==> config.mk <==
export PLATFORM = sky130hd
export DESIGN_NAME = nrs_cell
export DESIGN_NICKNAME = d
export VERILOG_FILES = /design/src/design/nrs_pkg.sv /design/src/design/nrs_cell.sv
export SDC_FILE = /design/constraint.sdc
export NUM_CORES = 1
export LEC_CHECK = 0
export ABC_AREA = 0
export BUFFER_PORTS_ARGS = -buffer_cell sky130_fd_sc_hd__buf_2
export CELL_PAD_IN_SITES_DETAIL_PLACEMENT = 1
export CELL_PAD_IN_SITES_GLOBAL_PLACEMENT = 1
export CORE_AREA = 2 2 273 275
export DETAILED_ROUTE_END_ITERATION = 8
export DIE_AREA = 0 0 275 277
export PLACE_DENSITY = 0.55
export SLEW_MARGIN = 20
export SYNTH_ARGS = -nofsm -noshare
export SYNTH_HDL_FRONTEND = slang
export SYNTH_SLANG_ARGS = --single-unit
==> constraint.sdc <==
create_clock -name clk -period 8.7 [get_ports clk]
set_input_delay 0.435 -clock clk [delete_from_list [all_inputs] [get_ports clk]]
set_output_delay 0.435 -clock clk [all_outputs]
set_load 0.005 [all_outputs]
==> src/design/nrs_pkg.sv <==
// ---------------------------------------------------------------------------
// nrs_pkg
// Shared constants and types of the nearest road segment top-k block.
// ---------------------------------------------------------------------------
package nrs_pkg;

  localparam int TABLE_DEPTH_DEF = 8;
  localparam int COORD_BITS_DEF  = 30;
  localparam int FEAT_W          = 32;
  localparam int SEG_W           = 16;
  localparam int MAX_EMIT        = 8;
  localparam int CNT_W           = 4;

  localparam logic [SEG_W-1:0] SEG_MAX = {SEG_W{1'b1}};

  localparam logic [1:0] REG_QUERY_X = 2'd0;
  localparam logic [1:0] REG_QUERY_Y = 2'd1;
  localparam logic [1:0] REG_MAX_RES = 2'd2;

  localparam logic OP_SEGMENT = 1'b0;
  localparam logic OP_FLUSH   = 1'b1;

  typedef struct packed {
    logic ins;
    logic shift;
    logic clr;
  } cell_ctl_t;

endpackage

==> src/design/nrs_cell.sv <==
// ---------------------------------------------------------------------------
// nrs_cell
// One entry of the sorted candidate chain: insert from the left, shift
// toward the head on emit.
// ---------------------------------------------------------------------------
module nrs_cell
  import nrs_pkg::*;
#(
  parameter int COORD_BITS = COORD_BITS_DEF
) (
  input  logic                         clk,
  input  logic                         rst,
  input  cell_ctl_t                    ctl,
  input  logic [2*COORD_BITS+1:0]      new_dist,
  input  logic [FEAT_W-1:0]            new_feat,
  input  logic [SEG_W-1:0]             new_seg,
  input  logic signed [COORD_BITS-1:0] new_x,
  input  logic signed [COORD_BITS-1:0] new_y,
  input  logic                         new_ow,
  input  logic                         left_keep,
  input  logic                         left_valid,
  input  logic [2*COORD_BITS+1:0]      left_dist,
  input  logic [FEAT_W-1:0]            left_feat,
  input  logic [SEG_W-1:0]             left_seg,
  input  logic signed [COORD_BITS-1:0] left_x,
  input  logic signed [COORD_BITS-1:0] left_y,
  input  logic                         left_ow,
  input  logic                         right_valid,
  input  logic [2*COORD_BITS+1:0]      right_dist,
  input  logic [FEAT_W-1:0]            right_feat,
  input  logic [SEG_W-1:0]             right_seg,
  input  logic signed [COORD_BITS-1:0] right_x,
  input  logic signed [COORD_BITS-1:0] right_y,
  input  logic                         right_ow,
  output logic                         valid,
  output logic                         keep,
  output logic [2*COORD_BITS+1:0]      distance,
  output logic [FEAT_W-1:0]            feat,
  output logic [SEG_W-1:0]             seg,
  output logic signed [COORD_BITS-1:0] x,
  output logic signed [COORD_BITS-1:0] y,
  output logic                         ow
);

  // equal distances stay ahead of the new item
  assign keep = valid && (distance <= new_dist);

  always_ff @(posedge clk) begin
    if (rst) begin
      valid <= 1'b0;
    end else if (ctl.clr) begin
      valid <= 1'b0;
    end else if (ctl.ins && !keep) begin
      valid <= left_keep ? 1'b1 : left_valid;
    end else if (ctl.shift) begin
      valid <= right_valid;
    end
  end

  always_ff @(posedge clk) begin
    if (ctl.ins && !keep) begin
      if (left_keep) begin
        distance <= new_dist;
        feat     <= new_feat;
        seg      <= new_seg;
        x        <= new_x;
        y        <= new_y;
        ow       <= new_ow;
      end else begin
        distance <= left_dist;
        feat     <= left_feat;
        seg      <= left_seg;
        x        <= left_x;
        y        <= left_y;
        ow       <= left_ow;
      end
    end else if (ctl.shift) begin
      distance <= right_dist;
      feat     <= right_feat;
      seg      <= right_seg;
      x        <= right_x;
      y        <= right_y;
      ow       <= right_ow;
    end
  end

endmodule

==> impl_metrics.tcl <==
set metrics [dict create \
    status "finished, final reports clean" \
    min_path_type "input pin to flop" \
    final_common_cell "buf_2" \
    grt_overflow 0 \
    rows 100 \
    postCtsSetupBuffers 0 \
    routed_wl_microns 50400 \
    worst_slew_pin_slew_ps 1160 \
    numPortBuffers 693 \
    grt_first_pass_wirelength_microns 70800 \
    initial_core_util_pct 14.2 \
    cts_htree_levels 4 \
    nFillCells 8803 \
    hold_viol 0 \
    cap_violations 0 \
    final_nets 2227 \
    syn_to_final_growth_pct 48.2 \
    clkTransAtPathRegs_ps 80 \
    avgSynthCellArea_sq_um 10.6 \
    drtPass1Iterations 4 \
    cts_buffer_depth 2 \
    drtAntennaViolNets 0 \
    io_pins 694 \
    dp_cells 2594 \
    synth_seq_area_share_pct 49.4 \
    min_period_over_period_pct 51.6 \
    vias 10200 \
    viasPerCell 3.88 \
    dieArea_sq_um 76200 \
    clk_latency_ps 470 \
    postCtsHoldBufs 0 \
    yosysWarnings 0 \
    leakagePower_nw 7.36 \
    cpMaxStageDelayCell "buf_4" \
    relSlewSlack_pct 22.4 \
    cts_resized 0 \
    required_ps 8850 \
    drt_iter0_drc 312 \
    fp.dieH_microns 277 \
    final_cell_mix "buf_2 (692), a21oi_1 (190), mux2i_1 (171), edfxtp_1 (171), nor2_1 (168)" \
    synth_cells 982 \
    skew_ps 19.4 \
    gp_congestion 0.879 \
    die_w_microns 275 \
    crit_chain "ha_1 -> nand4_1 -> or4_4 -> nor4_4 -> nand2_1 -> a2bb2oi_1 -> a21oi_4 -> buf_4 -> buf_4 -> a21oi_1" \
    cpMostUsedCell "buf_4" \
    end_kind "flop" \
    core_area_sq_um 73600 \
    critPathKind "flop to flop" \
    final_max_slew_viol_count 0 \
    cts-root-buf "clkbuf_16" \
    ys_types 39 \
    fin_crit_ps 4490 \
    rsz0062_at_grt "false" \
    place.detailed.hpwl_microns 42100 \
    setup_violations 0 \
    grt_pass1_vias 11100 \
    crit_fanout 99 \
    ys_seq_elements 172 \
    ir_drop_mv 0.108 \
    finalNonFillerCells 2634 \
    grt_max_degree 192 \
    drive_gt1_share_pct 45.7 \
    cts_tree "built" \
    pwr_density_cell_nw_per_um2 160 \
    track_usage_pct 12.8 \
    worst-endpoint-arrival_ps 4640 \
    slowest_delay_ps 840 \
    route.detailed.drc 0 \
    wire_per_inst_microns 19.1 \
    synthesis.nets 1565 \
    fin_setup_tns_ps 0 \
    cp-start-kind "flop" \
    cts_buffers 17 \
    max_freq_mhz 223 \
    clock_sinks 172 \
    syn_area_sq_um 10400 \
    antenna_found_initial 17 \
]
==> worst paths after layout <==
path | slack, ps | cells after the start | end | startpoint
setup / recovery | 4210 | 10 | seg[12]$_DFFE_PP_ | distance[61]$_DFFE_PP_
hold / removal | 250 | 2 | valid$_SDFFE_PP0P_ | ctl[1]
setup reg to reg | 4210 | 10 | seg[12]$_DFFE_PP_ | distance[61]$_DFFE_PP_
hold reg to reg | 610 | 2 | valid$_SDFFE_PP0P_ | valid$_SDFFE_PP0P_
==> where the power goes <==
part	leakage, nW	total (mW)	switching, mW	internal (mW)
combinational	5.36	0.607	0.342	0.265
sequential	1.71	1.06	0.0364	1.03
clock	0.288	0.804	0.416	0.388
==> sequential cells by signal, indices dropped and copies added (netlist names) <==
register	cells
x	30
feat	32
y	30
valid	1
ow	1
distance	62
seg	16
==> area by class of cell <==
| cell class | count | area [sq um] | area share, % |
|---|---|---|---|
| Sequential cell | 172 | 5150 | 33.3 |
| Multi-Input combinational cell | 687 | 4700 | 30.4 |
| Timing Repair Buffer | 700 | 3540 | 22.9 |
| Tap cell | 969 | 1210 | 7.83 |
| Clock buffer | 17 | 425 | 2.75 |
| Inverter | 66 | 248 | 1.60 |
| Clock inverter | 15 | 170 | 1.10 |
| Antenna cell | 8 | 20.0 | 0.129 |
==> synthesized netlist by cell type <==
cell	instances	area [sq um]
nand3_1	6	30.0
nor3_1	2	10.0
or4_4	1	11.3
o21ai_0	8	40.0
dfxtp_1	1	20.0
edfxtp_1	171	5130
and2_1	1	6.26
or2_1	1	6.26
nand4_1	14	87.6
a211o_1	1	8.76
mux2i_1	171	1710
a21oi_1	191	956
ha_1	62	776
nor4_1	3	18.8
buf_8	1	15.0
nand2_1	17	63.8
nor2_1	168	631
and4_1	2	17.5
inv_1	66	248
buf_6	10	113
or4_1	2	15.0
nand2b_1	1	6.26
nor2_2	10	62.6
a22oi_1	1	7.51
clkbuf_1	18	67.6
o21a_1	1	7.51
nor4_4	1	21.3
a221oi_1	2	17.5
a21bo_1	1	10.0
buf_4	5	37.5
a2bb2oi_1	1	8.76
o21ai_1	1	5.00
o221a_2	1	11.3
a21oi_2	10	87.6
nor4b_1	1	8.76
a21o_1	3	22.5
a311oi_1	1	8.76
buf_2	23	115
a211oi_1	2	15.0
==> worst max-delay path: cells and delay by family, from the launching register on <==
family                     cells  cell delay, ps
AOI/OAI and AO/OA              3             550
and+or+nand+nor                4            1360
DFF                            1             400
buffers and inverters          2            1400
adders and majority gates      1             330
==> logic make-up after synthesis <==
kind of cell / count (synthesis) / share of synthesized area [%]
adders and majority gates: 62 / 7.43
buffers and inverters: 123 / 5.70
DFF: 172 / 49.4
muxes: 171 / 16.4
AOI/OAI and AO/OA: 224 / 11.6
and+or+nand+nor: 230 / 9.54
==> per-layer routing <==
layer / track usage (%) / vias to the layer above / routed length, microns
met3: 4.21 / 52 / 4090
met2: 23.6 / 440 / 26100
li1: - / 4906 / -
met1: 13.7 / 4822 / 19400
met4: 3.34 / 6 / 780
met5: 0 / - / 41
==> metrics by stage <==
step	instance area, sq um	util [%]	setup WS (ps)	power, mW	hold WS [ps]
3_5_place_dp	14900	20.2	4040	1.71	602
4_1_cts	15500	21.0	4190	2.54	196
6_report	15500	21.0	4210	2.48	250
5_1_grt	15500	21.0	3940	2.62	247
3_3_place_gp	14900	20.2	4100	1.69	599
2_1_floorplan	10400	-	2010	1.36	539
(Power assumes the default switching activity.)
